**src/rtl/lcdn_pkg.sv**
```systemverilog
// Shared types, codes and script tables for the 4-bit character LCD controller.
package lcdn_pkg;

    // Request opcodes
    localparam logic [2:0] OP_TICK   = 3'd0;
    localparam logic [2:0] OP_INIT   = 3'd1;
    localparam logic [2:0] OP_CMD    = 3'd2;
    localparam logic [2:0] OP_DATA   = 3'd3;
    localparam logic [2:0] OP_CURSOR = 3'd4;
    localparam logic [2:0] OP_FILL   = 3'd5;

    // Status codes
    localparam logic [1:0] ST_OK    = 2'd0;
    localparam logic [1:0] ST_RANGE = 2'd1;
    localparam logic [1:0] ST_BUSY  = 2'd2;

    // Configuration register indexes
    localparam logic [7:0] REG_SHORT_DELAY   = 8'd0;
    localparam logic [7:0] REG_POWERUP_DELAY = 8'd1;
    localparam logic [7:0] REG_RESTART_DELAY = 8'd2;
    localparam logic [7:0] REG_ROW_ZERO_BASE = 8'd3;
    localparam logic [7:0] REG_ROW_ONE_BASE  = 8'd4;

    localparam int CFG_INDEX_W = 8;
    localparam int CFG_DATA_W  = 10;

    // Script steps with a special meaning
    localparam logic [4:0] STEP_IDLE      = 5'd0;
    localparam logic [4:0] STEP_INIT      = 5'd1;
    localparam logic [4:0] STEP_LAST_INIT = 5'd16;
    localparam logic [4:0] STEP_HELD      = 5'd17;
    localparam logic [4:0] STEP_FILL      = 5'd18;

    localparam logic [7:0] SPACE_CHAR    = 8'h20;
    localparam logic [7:0] SET_DDRAM_CMD = 8'h80;

    typedef enum logic [2:0] {
        K_IDLE,
        K_WAIT_SHORT,
        K_WAIT_POWER,
        K_WAIT_RESTART,
        K_NIB,
        K_BYTE,
        K_HELD,
        K_FILL
    } step_kind_t;

    typedef struct packed {
        logic [9:0] short_delay;
        logic [9:0] powerup_delay;
        logic [9:0] restart_delay;
        logic [6:0] row_zero_base;
        logic [6:0] row_one_base;
    } cfg_t;

    typedef struct packed {
        logic [2:0] opcode;
        logic [7:0] value;
        logic [1:0] row;
        logic [5:0] col;
    } item_t;

    typedef struct packed {
        logic       pin_rs;
        logic       pin_enable;
        logic [3:0] pin_data;
        logic       busy_res;
        logic [1:0] status;
    } res_t;

    typedef struct packed {
        logic [4:0] step;
        logic [9:0] wait_cnt;
        logic [7:0] byte_hold;
        logic [1:0] phase;
        logic       sel;
        logic       strobe;
        logic [3:0] nib;
        logic [6:0] fill_left;
    } seq_state_t;

    function automatic step_kind_t step_kind(logic [4:0] step);
        step_kind_t k;
        unique case (step)
            5'd1:  k = K_WAIT_POWER;
            5'd2:  k = K_NIB;
            5'd3:  k = K_WAIT_RESTART;
            5'd4:  k = K_NIB;
            5'd5:  k = K_WAIT_SHORT;
            5'd6:  k = K_NIB;
            5'd7:  k = K_WAIT_SHORT;
            5'd8:  k = K_NIB;
            5'd9:  k = K_WAIT_SHORT;
            5'd10: k = K_BYTE;
            5'd11: k = K_BYTE;
            5'd12: k = K_WAIT_SHORT;
            5'd13: k = K_BYTE;
            5'd14: k = K_BYTE;
            5'd15: k = K_BYTE;
            5'd16: k = K_WAIT_SHORT;
            5'd17: k = K_HELD;
            5'd18: k = K_FILL;
            default: k = K_IDLE;
        endcase
        return k;
    endfunction

    function automatic logic [7:0] step_val(logic [4:0] step);
        logic [7:0] v;
        unique case (step)
            5'd2:  v = 8'h03;
            5'd4:  v = 8'h03;
            5'd6:  v = 8'h03;
            5'd8:  v = 8'h02;
            5'd10: v = 8'h28;
            5'd11: v = 8'h08;
            5'd13: v = 8'h01;
            5'd14: v = 8'h06;
            5'd15: v = 8'h0C;
            5'd18: v = SPACE_CHAR;
            default: v = 8'h00;
        endcase
        return v;
    endfunction

    function automatic logic [9:0] at_least_one(logic [9:0] d);
        return (d == 10'd0) ? 10'd1 : d;
    endfunction

endpackage

```
**src/rtl/lcdn_ifs.sv**
```systemverilog
// Handshake channel interfaces: request, result and configuration write.
interface lcdn_req_if;
    logic       valid;
    logic       ready;
    logic [2:0] opcode;
    logic [7:0] value;
    logic [1:0] row;
    logic [5:0] col;

    modport source (output valid, output opcode, output value, output row, output col,
                    input ready);
    modport sink   (input valid, input opcode, input value, input row, input col,
                    output ready);
endinterface

interface lcdn_rsp_if;
    logic       valid;
    logic       ready;
    logic       pin_rs;
    logic       pin_enable;
    logic [3:0] pin_data;
    logic       busy_res;
    logic [1:0] status;

    modport source (output valid, output pin_rs, output pin_enable, output pin_data,
                    output busy_res, output status, input ready);
    modport sink   (input valid, input pin_rs, input pin_enable, input pin_data,
                    input busy_res, input status, output ready);
endinterface

interface lcdn_cfg_if;
    logic       valid;
    logic       ready;
    logic [7:0] index;
    logic [9:0] data;

    modport source (output valid, output index, output data, input ready);
    modport sink   (input valid, input index, input data, output ready);
endinterface

```
**src/rtl/lcdn_cfg_regs.sv**
```systemverilog
// Configuration register file for delays and row base addresses.
module lcdn_cfg_regs
    import lcdn_pkg::*;
(
    input  logic       clk,
    input  logic       rst_n,
    input  logic       wr_en,
    input  logic [7:0] wr_index,
    input  logic [9:0] wr_data,
    output cfg_t       cfg
);

    cfg_t cfg_reg;
    cfg_t cfg_next;

    always_comb
    begin
        cfg_next = cfg_reg;
        if (wr_en)
        begin
            unique case (wr_index)
                REG_SHORT_DELAY:   cfg_next.short_delay   = wr_data;
                REG_POWERUP_DELAY: cfg_next.powerup_delay = wr_data;
                REG_RESTART_DELAY: cfg_next.restart_delay = wr_data;
                REG_ROW_ZERO_BASE: cfg_next.row_zero_base = wr_data[6:0];
                REG_ROW_ONE_BASE:  cfg_next.row_one_base  = wr_data[6:0];
                default: ;
            endcase
        end
    end

    always_ff @(posedge clk or negedge rst_n)
    begin
        if (!rst_n)
        begin
            cfg_reg.short_delay   <= 10'd2;
            cfg_reg.powerup_delay <= 10'd20;
            cfg_reg.restart_delay <= 10'd5;
            cfg_reg.row_zero_base <= 7'd0;
            cfg_reg.row_one_base  <= 7'd64;
        end
        else
        begin
            cfg_reg <= cfg_next;
        end
    end

    assign cfg = cfg_reg;

endmodule

```
**src/rtl/lcdn_in_stage.sv**
```systemverilog
// Input register stage: holds one request until the sequencer takes it.
module lcdn_in_stage
    import lcdn_pkg::*;
(
    input  logic  clk,
    input  logic  rst_n,
    input  logic  in_valid,
    output logic  in_ready,
    input  item_t in_item,
    output logic  item_valid,
    output item_t item,
    input  logic  take
);

    logic  valid_reg;
    logic  valid_next;
    item_t item_reg;

    assign in_ready   = !valid_reg || take;
    assign valid_next = (in_valid && in_ready) || (valid_reg && !take);

    always_ff @(posedge clk or negedge rst_n)
    begin
        if (!rst_n)
        begin
            valid_reg <= 1'b0;
        end
        else
        begin
            valid_reg <= valid_next;
        end
    end

    always_ff @(posedge clk)
    begin
        if (in_valid && in_ready)
        begin
            item_reg <= in_item;
        end
    end

    assign item_valid = valid_reg;
    assign item       = item_reg;

endmodule

```
**src/rtl/lcdn_seq.sv**
```systemverilog
// Script sequencer: applies one item per cycle unless rsp backpressure stalls it, and registers the pin result.
module lcdn_seq
    import lcdn_pkg::*;
#(
    parameter int COLUMNS   = 16,
    parameter int ROWS_USED = 2
)
(
    input  logic  clk,
    input  logic  rst_n,
    input  cfg_t  cfg,
    input  logic  item_valid,
    input  item_t item,
    output logic  take,
    output logic  out_valid,
    input  logic  out_ready,
    output res_t  res
);

    localparam logic [6:0] FILL_COUNT = 7'(COLUMNS);
    localparam logic [6:0] COL_LIMIT  = 7'(COLUMNS);
    localparam logic [2:0] ROW_LIMIT  = 3'(ROWS_USED);

    seq_state_t st_reg;
    seq_state_t st_next;
    res_t       res_reg;
    res_t       res_next;
    logic       out_valid_reg;

    function automatic seq_state_t enter_step(seq_state_t s, logic [4:0] step, cfg_t c);
        seq_state_t r;
        logic [7:0] v;
        r       = s;
        v       = step_val(step);
        r.step  = step;
        r.phase = 2'd0;
        unique case (step_kind(step))
            K_WAIT_POWER:
            begin
                r.sel      = 1'b0;
                r.strobe   = 1'b0;
                r.nib      = 4'd0;
                r.wait_cnt = at_least_one(c.powerup_delay);
            end
            K_WAIT_SHORT:   r.wait_cnt = at_least_one(c.short_delay);
            K_WAIT_RESTART: r.wait_cnt = at_least_one(c.restart_delay);
            K_NIB:
            begin
                r.sel      = 1'b0;
                r.nib      = v[3:0];
                r.strobe   = 1'b1;
                r.wait_cnt = at_least_one(c.short_delay);
            end
            K_BYTE, K_FILL:
            begin
                r.sel       = (step_kind(step) == K_FILL);
                r.byte_hold = v;
                r.nib       = v[7:4];
                r.strobe    = 1'b1;
                r.wait_cnt  = at_least_one(c.short_delay);
            end
            K_HELD:
            begin
                r.nib      = s.byte_hold[7:4];
                r.strobe   = 1'b1;
                r.wait_cnt = at_least_one(c.short_delay);
            end
            K_IDLE:
            begin
                r.step     = STEP_IDLE;
                r.wait_cnt = 10'd0;
            end
        endcase
        return r;
    endfunction

    function automatic seq_state_t finish_step(seq_state_t s, cfg_t c);
        seq_state_t r;
        r = s;
        if (s.step == STEP_FILL)
        begin
            if (s.fill_left != 7'd0)
            begin
                r.fill_left = s.fill_left - 7'd1;
            end
            r = enter_step(r, (r.fill_left != 7'd0) ? STEP_FILL : STEP_IDLE, c);
        end
        else if (s.step == STEP_LAST_INIT || s.step >= STEP_HELD)
        begin
            r = enter_step(r, STEP_IDLE, c);
        end
        else
        begin
            r = enter_step(r, s.step + 5'd1, c);
        end
        return r;
    endfunction

    function automatic seq_state_t phase_done(seq_state_t s, cfg_t c);
        seq_state_t r;
        step_kind_t k;
        r = s;
        k = step_kind(s.step);
        if (k == K_WAIT_SHORT || k == K_WAIT_POWER || k == K_WAIT_RESTART)
        begin
            r = finish_step(s, c);
        end
        else if (s.phase == 2'd0 || s.phase == 2'd2)
        begin
            r.strobe   = 1'b0;
            r.phase    = s.phase + 2'd1;
            r.wait_cnt = at_least_one(c.short_delay);
        end
        else if (s.phase == 2'd1 && k != K_NIB)
        begin
            // second nibble of a byte
            r.phase    = 2'd2;
            r.nib      = s.byte_hold[3:0];
            r.strobe   = 1'b1;
            r.wait_cnt = at_least_one(c.short_delay);
        end
        else
        begin
            r = finish_step(s, c);
        end
        return r;
    endfunction

    assign take = !out_valid_reg || out_ready;

    always_comb
    begin
        logic       busy;
        logic [6:0] base;
        logic [7:0] addr;
        seq_state_t s;
        logic [1:0] status;

        s      = st_reg;
        status = ST_OK;
        busy   = (st_reg.step != STEP_IDLE);
        base   = (item.row == 2'd0) ? cfg.row_zero_base : cfg.row_one_base;
        addr   = (8'(base) + 8'(item.col)) | SET_DDRAM_CMD;

        if (item.opcode == OP_TICK)
        begin
            if (busy)
            begin
                if (s.wait_cnt != 10'd0)
                begin
                    s.wait_cnt = s.wait_cnt - 10'd1;
                end
                if (s.wait_cnt == 10'd0)
                begin
                    s = phase_done(s, cfg);
                end
            end
        end
        else if (item.opcode <= OP_FILL && busy)
        begin
            status = ST_BUSY;
        end
        else if (item.opcode == OP_INIT)
        begin
            s = enter_step(s, STEP_INIT, cfg);
        end
        else if (item.opcode == OP_CMD || item.opcode == OP_DATA)
        begin
            s.byte_hold = item.value;
            s.sel       = (item.opcode == OP_DATA);
            s = enter_step(s, STEP_HELD, cfg);
        end
        else if (item.opcode == OP_CURSOR)
        begin
            if ({1'b0, item.row} >= ROW_LIMIT || {1'b0, item.col} >= COL_LIMIT)
            begin
                status = ST_RANGE;
            end
            else
            begin
                s.byte_hold = addr;
                s.sel       = 1'b0;
                s = enter_step(s, STEP_HELD, cfg);
            end
        end
        else if (item.opcode == OP_FILL)
        begin
            s.fill_left = FILL_COUNT;
            s = enter_step(s, (FILL_COUNT != 7'd0) ? STEP_FILL : STEP_IDLE, cfg);
        end

        st_next             = s;
        res_next.pin_rs     = s.sel;
        res_next.pin_enable = s.strobe;
        res_next.pin_data   = s.nib;
        res_next.busy_res   = (s.step != STEP_IDLE);
        res_next.status     = status;
    end

    always_ff @(posedge clk or negedge rst_n)
    begin
        if (!rst_n)
        begin
            st_reg        <= '0;
            out_valid_reg <= 1'b0;
        end
        else
        begin
            if (take)
            begin
                out_valid_reg <= item_valid;
            end
            if (take && item_valid)
            begin
                st_reg <= st_next;
            end
        end
    end

    always_ff @(posedge clk)
    begin
        if (take && item_valid)
        begin
            res_reg <= res_next;
        end
    end

    assign out_valid = out_valid_reg;
    assign res       = res_reg;

endmodule

```
**src/rtl/char_lcd_nibble_interface.sv**
```systemverilog
// Top level of the 4-bit character LCD controller.
// Each transfer on req is a millisecond tick or a request (init, command byte, data
// character, set cursor, fill a row with spaces); each one yields exactly one transfer on
// rsp carrying the RS, E and D4-D7 levels after that item, a busy flag and a status. One
// item is taken per clock. A request is taken into the input register, and the sequencer's
// update then loads the result register and raises rsp.valid. Backpressure on rsp stalls
// req. Requests made while a sequence runs are answered with the busy status and change
// nothing. Configuration writes on cfg are taken at any time and should be made while no
// items are in flight.
module char_lcd_nibble_interface
    import lcdn_pkg::*;
#(
    parameter int COLUMNS   = 16,
    parameter int ROWS_USED = 2
)
(
    input  logic       clk,
    input  logic       rst_n,
    lcdn_req_if.sink   req,
    lcdn_rsp_if.source rsp,
    lcdn_cfg_if.sink   cfg
);

    cfg_t  cfg_vals;
    item_t in_item;
    item_t item;
    logic  item_valid;
    logic  take;
    res_t  res;

    assign cfg.ready = 1'b1;

    lcdn_cfg_regs u_cfg_regs (
        .clk      (clk),
        .rst_n    (rst_n),
        .wr_en    (cfg.valid && cfg.ready),
        .wr_index (cfg.index),
        .wr_data  (cfg.data),
        .cfg      (cfg_vals)
    );

    assign in_item.opcode = req.opcode;
    assign in_item.value  = req.value;
    assign in_item.row    = req.row;
    assign in_item.col    = req.col;

    lcdn_in_stage u_in_stage (
        .clk        (clk),
        .rst_n      (rst_n),
        .in_valid   (req.valid),
        .in_ready   (req.ready),
        .in_item    (in_item),
        .item_valid (item_valid),
        .item       (item),
        .take       (take)
    );

    lcdn_seq #(
        .COLUMNS   (COLUMNS),
        .ROWS_USED (ROWS_USED)
    ) u_seq (
        .clk        (clk),
        .rst_n      (rst_n),
        .cfg        (cfg_vals),
        .item_valid (item_valid),
        .item       (item),
        .take       (take),
        .out_valid  (rsp.valid),
        .out_ready  (rsp.ready),
        .res        (res)
    );

    assign rsp.pin_rs     = res.pin_rs;
    assign rsp.pin_enable = res.pin_enable;
    assign rsp.pin_data   = res.pin_data;
    assign rsp.busy_res   = res.busy_res;
    assign rsp.status     = res.status;

endmodule

```
**src/flat_wrapper.sv**
```systemverilog
// flat-port wrapper written by rule: the top's interface ports become plain ports
module char_lcd_nibble_interface_flat import lcdn_pkg::*;
#(
    parameter int COLUMNS   = 16,
    parameter int ROWS_USED = 2
)
  (clk, rst_n, req_valid, req_opcode, req_value, req_row, req_col, req_ready, rsp_valid, rsp_pin_rs, rsp_pin_enable, rsp_pin_data, rsp_busy_res, rsp_status, rsp_ready, cfg_valid, cfg_index, cfg_data, cfg_ready);
  lcdn_req_if req_i ();
  lcdn_rsp_if rsp_i ();
  lcdn_cfg_if cfg_i ();
  input  logic clk;
  input  logic rst_n;
  input wire logic [$bits(req_i.valid)-1:0] req_valid;
  input wire logic [$bits(req_i.opcode)-1:0] req_opcode;
  input wire logic [$bits(req_i.value)-1:0] req_value;
  input wire logic [$bits(req_i.row)-1:0] req_row;
  input wire logic [$bits(req_i.col)-1:0] req_col;
  output wire logic [$bits(req_i.ready)-1:0] req_ready;
  output wire logic [$bits(rsp_i.valid)-1:0] rsp_valid;
  output wire logic [$bits(rsp_i.pin_rs)-1:0] rsp_pin_rs;
  output wire logic [$bits(rsp_i.pin_enable)-1:0] rsp_pin_enable;
  output wire logic [$bits(rsp_i.pin_data)-1:0] rsp_pin_data;
  output wire logic [$bits(rsp_i.busy_res)-1:0] rsp_busy_res;
  output wire logic [$bits(rsp_i.status)-1:0] rsp_status;
  input wire logic [$bits(rsp_i.ready)-1:0] rsp_ready;
  input wire logic [$bits(cfg_i.valid)-1:0] cfg_valid;
  input wire logic [$bits(cfg_i.index)-1:0] cfg_index;
  input wire logic [$bits(cfg_i.data)-1:0] cfg_data;
  output wire logic [$bits(cfg_i.ready)-1:0] cfg_ready;
  assign req_i.valid = req_valid;
  assign req_i.opcode = req_opcode;
  assign req_i.value = req_value;
  assign req_i.row = req_row;
  assign req_i.col = req_col;
  assign req_ready = req_i.ready;
  assign rsp_valid = rsp_i.valid;
  assign rsp_pin_rs = rsp_i.pin_rs;
  assign rsp_pin_enable = rsp_i.pin_enable;
  assign rsp_pin_data = rsp_i.pin_data;
  assign rsp_busy_res = rsp_i.busy_res;
  assign rsp_status = rsp_i.status;
  assign rsp_i.ready = rsp_ready;
  assign cfg_i.valid = cfg_valid;
  assign cfg_i.index = cfg_index;
  assign cfg_i.data = cfg_data;
  assign cfg_ready = cfg_i.ready;
  char_lcd_nibble_interface #(.COLUMNS(COLUMNS), .ROWS_USED(ROWS_USED)) u_core (.clk(clk), .rst_n(rst_n), .req(req_i), .rsp(rsp_i), .cfg(cfg_i));
endmodule
```
**config.mk**
```make
export PLATFORM = sky130hd
export DESIGN_NAME = char_lcd_nibble_interface_flat
export DESIGN_NICKNAME = d
export VERILOG_FILES = /design/src/rtl/lcdn_pkg.sv /design/src/rtl/lcdn_ifs.sv /design/src/rtl/lcdn_cfg_regs.sv /design/src/rtl/lcdn_in_stage.sv /design/src/rtl/lcdn_seq.sv /design/src/rtl/char_lcd_nibble_interface.sv /design/src/flat_wrapper.sv
export SDC_FILE = /design/constraint.sdc
export NUM_CORES = 1
export LEC_CHECK = 0
export BUFFER_PORTS_ARGS = -buffer_cell sky130_fd_sc_hd__buf_2
export CAP_MARGIN = 10
export CORE_MARGIN = 2
export CORE_UTILIZATION = 53
export DETAILED_ROUTE_END_ITERATION = 7
export GPL_TIMING_DRIVEN = 1
export PLACE_DENSITY = 0.79
export SKIP_LAST_GASP = 1
export SLEW_MARGIN = 40
export SYNTH_ARGS = -nofsm -noshare
export SYNTH_HDL_FRONTEND = slang
export SYNTH_SLANG_ARGS = --single-unit
```
**constraint.sdc**
```tcl
create_clock -name clk -period 4.7 [get_ports clk]
set_input_delay 0.94 -clock clk [delete_from_list [all_inputs] [get_ports clk]]
set_output_delay 0.94 -clock clk [all_outputs]
set_load 0.01 [all_outputs]
```
# Yosys cells after proc, flatten, opt, wreduce, memory -nomap -nowiden
# Memory sizes are Yosys's and may differ from the RTL's.
# Cells that the tools add are included.
# W data, S select, Z words.
# classes
order_cmp,4
n_mul,0
muxes,231
n_bitwise,1
n_reduce_logical,88
div,0
n_eq_ne,114
shifts,0
add_sub_neg,5
# ops
operator,n
$mux W38,14
$pmux W10 S4,10
$mux W3,129
$eq A3 B3 Y1 const B,52
$pmux W5 S4,5
$mux W7,14
$mux W8,12
$mux W10,8
$pmux W5 S3,5
$eq A3 B2 Y1 const B,24
$mux W5,12
$reduce_or A5 Y1,11
$logic_not A10 Y1,4
$reduce_or A2 Y1,19
$eq A3 B1 Y1 const B,12
$logic_not A3 Y1,11
$reduce_bool A7 Y1,3
$reduce_bool A5 Y1,4
$pmux W1 S2,9
$eq A8 B2 Y1 const B,2
$reduce_and A16 Y1,1
$reduce_or A3 Y1,5
$mux W11,1
$reduce_and A11 Y1,1
other kinds (36),75
# word_totals
ramBits,0
latchBits,0
input_bits,42
wordCells,481
rom_bits,1504
reg_bits,112
n_memories,13
# mem_list
name,words,width,read_ports,rd_ports_with_merged_regs,write_ports,line_no,text
(no name shown),32,5,1,0,0,lcdn_pkg.sv:110,unique case (step)
(no name shown),32,5,1,0,0,lcdn_pkg.sv:110,
(no name shown),32,5,1,0,0,lcdn_pkg.sv:110,
(no name shown),32,5,1,0,0,lcdn_pkg.sv:110,
(no name shown),32,3,1,0,0,lcdn_pkg.sv:84,unique case (step)
(no name shown),32,3,1,0,0,lcdn_pkg.sv:84,
7 more memories,-,-,-,-,-,-,

# Longest topological paths before layout
# An unclocked memory read counts as a cell.
# depth
depth_word,46
ltp_mapped,13
ltp_nobuf,13

# Hierarchy
# A second synthesis with hierarchy kept.
# unflattened
hier_cells,811
area_unflattened_um2,7588.5
# by_module_without_submodules
mod,instances,area_per_inst_um2,cells_per_inst
lcdn_seq,1,5154.9,687
lcdn_cfg_regs,1,1798.0,99
lcdn_in_stage,1,624.3,23
char_lcd_nibble_interface,1,11.3,2

# Worst setup path before layout
# Ideal clock, no wire load.
# synth_timing
path_type,flip-flop to flip-flop
start,register u_core.u_seq.st_reg[34] (netlist bit)
end,register u_core.u_seq.st_reg[15] (netlist bit)
t_arrival_ps,3052
path_buffers,2
path_stages_with_launch,13
path_slack_ps,1523
setup_ps,125
required_time_ps,4575
synth_period_minus_slack_ps,3177
path_cell_list,dfrtp_1 > clkbuf_1 > inv_1 > ha_1 > clkbuf_1 > nor3b_1 > o211a_1 > a211oi_2 > a31oi_1 > o31ai_1 > a21oi_1 > nor3_4 > mux2_2
# synth_via
elab_chain_cells,14
elab_cells_between_ends,65
classes_between,add/sub (1); order compare (1); eq/ne (20); mux (29); reduce/logical (9); memory (5)
# synth_rtl
item,line_no,text
from (decl),lcdn_seq.sv:24,seq_state_t st_reg;
from (signal assigned),lcdn_seq.sv:215,st_reg <= st_next;
$add A5 B1 Y5,lcdn_seq.sv:94,"r = enter_step(r, s.step + 5'd1, c);"
$mem_v2 Z32 W3,-,
$mux W3,lcdn_seq.sv:88,else if (s.step == STEP_LAST_INIT || s.step >= STEP_HELD)
$mux W3,lcdn_seq.sv:80,if (s.step == STEP_FILL)
$mux W3,lcdn_seq.sv:114,else if (s.phase == 2'd1 && k != K_NIB)
$mux W3,lcdn_seq.sv:108,else if (s.phase == 2'd0 || s.phase == 2'd2)
$mux W3,lcdn_seq.sv:104,if (k == K_WAIT_SHORT || k == K_WAIT_POWER || k == K_WAIT_RESTART)
$mux W3,lcdn_seq.sv:153,if (s.wait_cnt == 10'd0)
$mux W3,lcdn_seq.sv:147,if (busy)
$mux W3,lcdn_seq.sv:145,if (item.opcode == OP_TICK)
$eq A3 B3 Y1,-,
$reduce_or A2 Y1,-,
$ne A5 B1 Y1 (no source line),-,
$reduce_and A16 Y1 (no source line),-,
# Parallel ways exist; a longest one is shown, timed or not. The select of a mux whose other input is x is not followed.
# A chain may end at the register's enable or synchronous reset.

# Worst setup path after layout
# layout_timing
start,register u_core.u_seq.st_reg[33] (netlist bit)
end,register u_core.u_seq.st_reg[16] (netlist bit)
# The elaborated chain is that of the path after synthesis.

==> reports/results.tsv <==
metric	value	unit
Slew @ Worst Pin	0.756	ns
CTS Buf Count	9	
total track usage	28.0	%
most frequent cells in the layout	78 x dfrtp_1, 62 x mux2_2, 54 x nand2_1	
endpoints failing hold	0	
Layout Nets	891	
Clock Skew	0.0145	ns
Final Slew Violations	0	
Final Critical Period	3.95	ns
DR vias	6663	
Die H	122	um
crit share post-route	83.9	%
CTS resizes	0	
Die X	122	um
async set-reset flop share out of synthesis	75.0	%
sequential fraction of the synthesis area	39.8	%
IO Pins	54	
RSZ-0062 raised after global routing	false	
total negative slack	0	ns
Max clock buf depth	2	
number of global-route vias before repair	6096	
CTS tree	done	
Synth Area in Simple Gates	19.7	%
Leakage	3.40	nW
post-route cell area	0.00816	sq mm
Hold WC Path Type	reg -> reg	
average cell area after synthesis	9.34	sq um
Cell Rows	43	
PD cells	513	mW/mm^2
drt total wl	20600	um
synth unique cells	84	
Synth Register Bits	112	
pin count of the biggest net entering global routing	62	
Synth area leaders	dfrtp_1 26%, edfxtp_1 11%, mux2_2 9.4%	
DRT iter0 DRCs	703	
Setup crit end kind	register	
initial antenna violation count	0	
total congestion overflow	0	
CTS Hold Buffers Added	0	
WL per Instance	20.2	um
largest family of logic cells by synthesized area	compound AO/OA/AOI/OAI gates	
CTS H-tree depth	3	
Primary FF master, synth	dfrtp_1	
number of remaining DRC errors	0	
status	complete, no violations	
worst slack, placed	0.835	ns
initial core utilization	53.8	%
layout cell share with drive strength beyond 1	20.9	%
Post-Synth Adder-Cell Area	3.10	%
final total power	4.19	mW
CP Launch Type	register	
Post-DRT Antenna Nets	0	
# clock sinks	112	
critical path class	reg -> reg	
commonest non-fill, non-tap cell in the layout	dfrtp_1	
hpwl dp	15100	um
area leader, netlist	dfrtp_1	
Sw Ratio	45.3	%
post-synthesis compound-gate area fraction	20.7	%
Max FO, Critical Path	16	
Synth Warn #	0	
fill count	1234	
EDFF count, synth	28	
CTS clk-pin slew, worst paths	0.08	ns
combinational share of power	48.8	%
crit path DAT	4.19	ns
Switch Pwr	1.89	mW
Post-Syn Area	0.00741	sq mm
clock root buffer	clkbuf_16	
dpl cell area	0.00785	sq mm
Port Buffer Count	52	
Final Non-Filler Cells	1017	
Core Footprint	0.0138	sq mm
worst setup margin	0.755	ns
Synth Instances	794	
Worst-Skew Late Latency	0.37	ns
worst vdd rail ir drop	0.000419	V
total die area	0.0150	sq mm
mux share of post-synthesis cell area	11.7	%
first-pass GRT wire length	32600	um
Worst slew margin	49.4	%
max-cap violation count	0	
fin util	59.2	%
clock share of power	18.7	%
Post-Place Cells	1001	
Hold WS	0.509	ns
Largest register FFs	44	
internal power	2.29	mW
first-pass detailed-route iteration total	7	
fmax	0.253	GHz
Diodes inserted	0	
post-synth top area share	26.3	%
Synth Area in XOR/XNOR	1.06	%
Placer Congestion	1.01	
syn nets	853	
Final Setup Violations	0	
Sequential Power Share	32.5	%
Post-CTS Setup Bufs	0	
Vias/cell	6.55	
Synth-to-Final Area Change	10.1	%
Worst EP required	4.94	ns
-- worst paths after layout --
path | cells after the start | slack [ns] | to | from
setup / recovery | 8 | 0.75 | u_core.u_seq.st_reg[16]$_DFFE_PN0P_ | u_core.u_seq.st_reg[33]$_DFFE_PN0P_
hold / removal | 1 | 0.51 | u_core.u_cfg_regs.cfg[3]$_DFFE_PN0P_ | u_core.u_cfg_regs.cfg[3]$_DFFE_PN0P_
setup reg to reg | 8 | 0.75 | u_core.u_seq.st_reg[16]$_DFFE_PN0P_ | u_core.u_seq.st_reg[33]$_DFFE_PN0P_
hold reg to reg | 1 | 0.51 | u_core.u_cfg_regs.cfg[3]$_DFFE_PN0P_ | u_core.u_cfg_regs.cfg[3]$_DFFE_PN0P_
max in group asynchronous | 2 | 3.39 | u_core.u_seq.st_reg[13]$_DFFE_PN0P_ | rst_n
min in group asynchronous | 1 | 0.53 | u_core.u_in_stage.item_valid$_DFF_PN0_ | rst_n
-- layout make-up --
type	count	area (sq um)	area share, %
Multi-Input combinational cell	611	4190	51.4
Sequential cell	112	2950	36.2
Timing Repair Buffer	65	364	4.46
Clock buffer	9	225	2.76
Tap cell	180	225	2.76
Inverter	33	124	1.52
Clock inverter	7	78.8	0.966
-- per-layer routing --
layer / part of all wire, % / up-vias / track usage (%)
li1: - / 3102 / -
met1: 43 / 3151 / 40.4
met5: 0 / - / 0
met3: 7.8 / 53 / 3.58
met2: 46 / 357 / 43.7
met4: 2.8 / 0 / 9.84
-- critical path, stage by stage, from the launching register on --
cell	delay (ns)
dfrtp_1	0.47
buf_4	0.23
inv_1	0.17
ha_1	0.29
or4b_2	0.82
o32ai_1	0.44
nand2_1	0.44
nor3_4	0.54
mux2_2	0.41
-- kinds of logic (layout without fill, tap and decap cells) --
family / Yosys count / in the layout
AO/OA/AOI/OAI: 227 / 227
flip-flops: 112 / 112
AND/OR/NAND/NOR: 277 / 277
adder cells (fa/ha/maj): 18 / 18
buffers and inverters: 71 / 114
other: 1 / 1
multiplexers: 79 / 79
XOR/XNOR: 9 / 9
-- cells in the mapped netlist, types with 11 or more instances --
cell type / number
clkbuf_1: 21
o21ai_0: 53
edfxtp_1: 28
inv_1: 31
nand3_1: 31
a21oi_1: 40
mux2_2: 62
ha_1: 16
a31oi_1: 16
nand2_1: 54
nor4_1: 14
or3_1: 12
mux2i_1: 17
nor2b_1: 12
nor3_1: 34
nand2b_1: 11
dfrtp_1: 78
nor2_1: 50
-- power by group through the flow --
stage / combinational, mW / clock [mW] / sequential, mW
CTS: 1.99 / 0.787 / 1.35
detailed placement: 1.98 / 0 / 1.37
global route: 2.22 / 0.822 / 1.38
global placement: 1.95 / 0 / 1.37
floorplan: 1.54 / 0 / 1.29
finish: 2.04 / 0.784 / 1.36
Power figures use the tool's default switching activity.
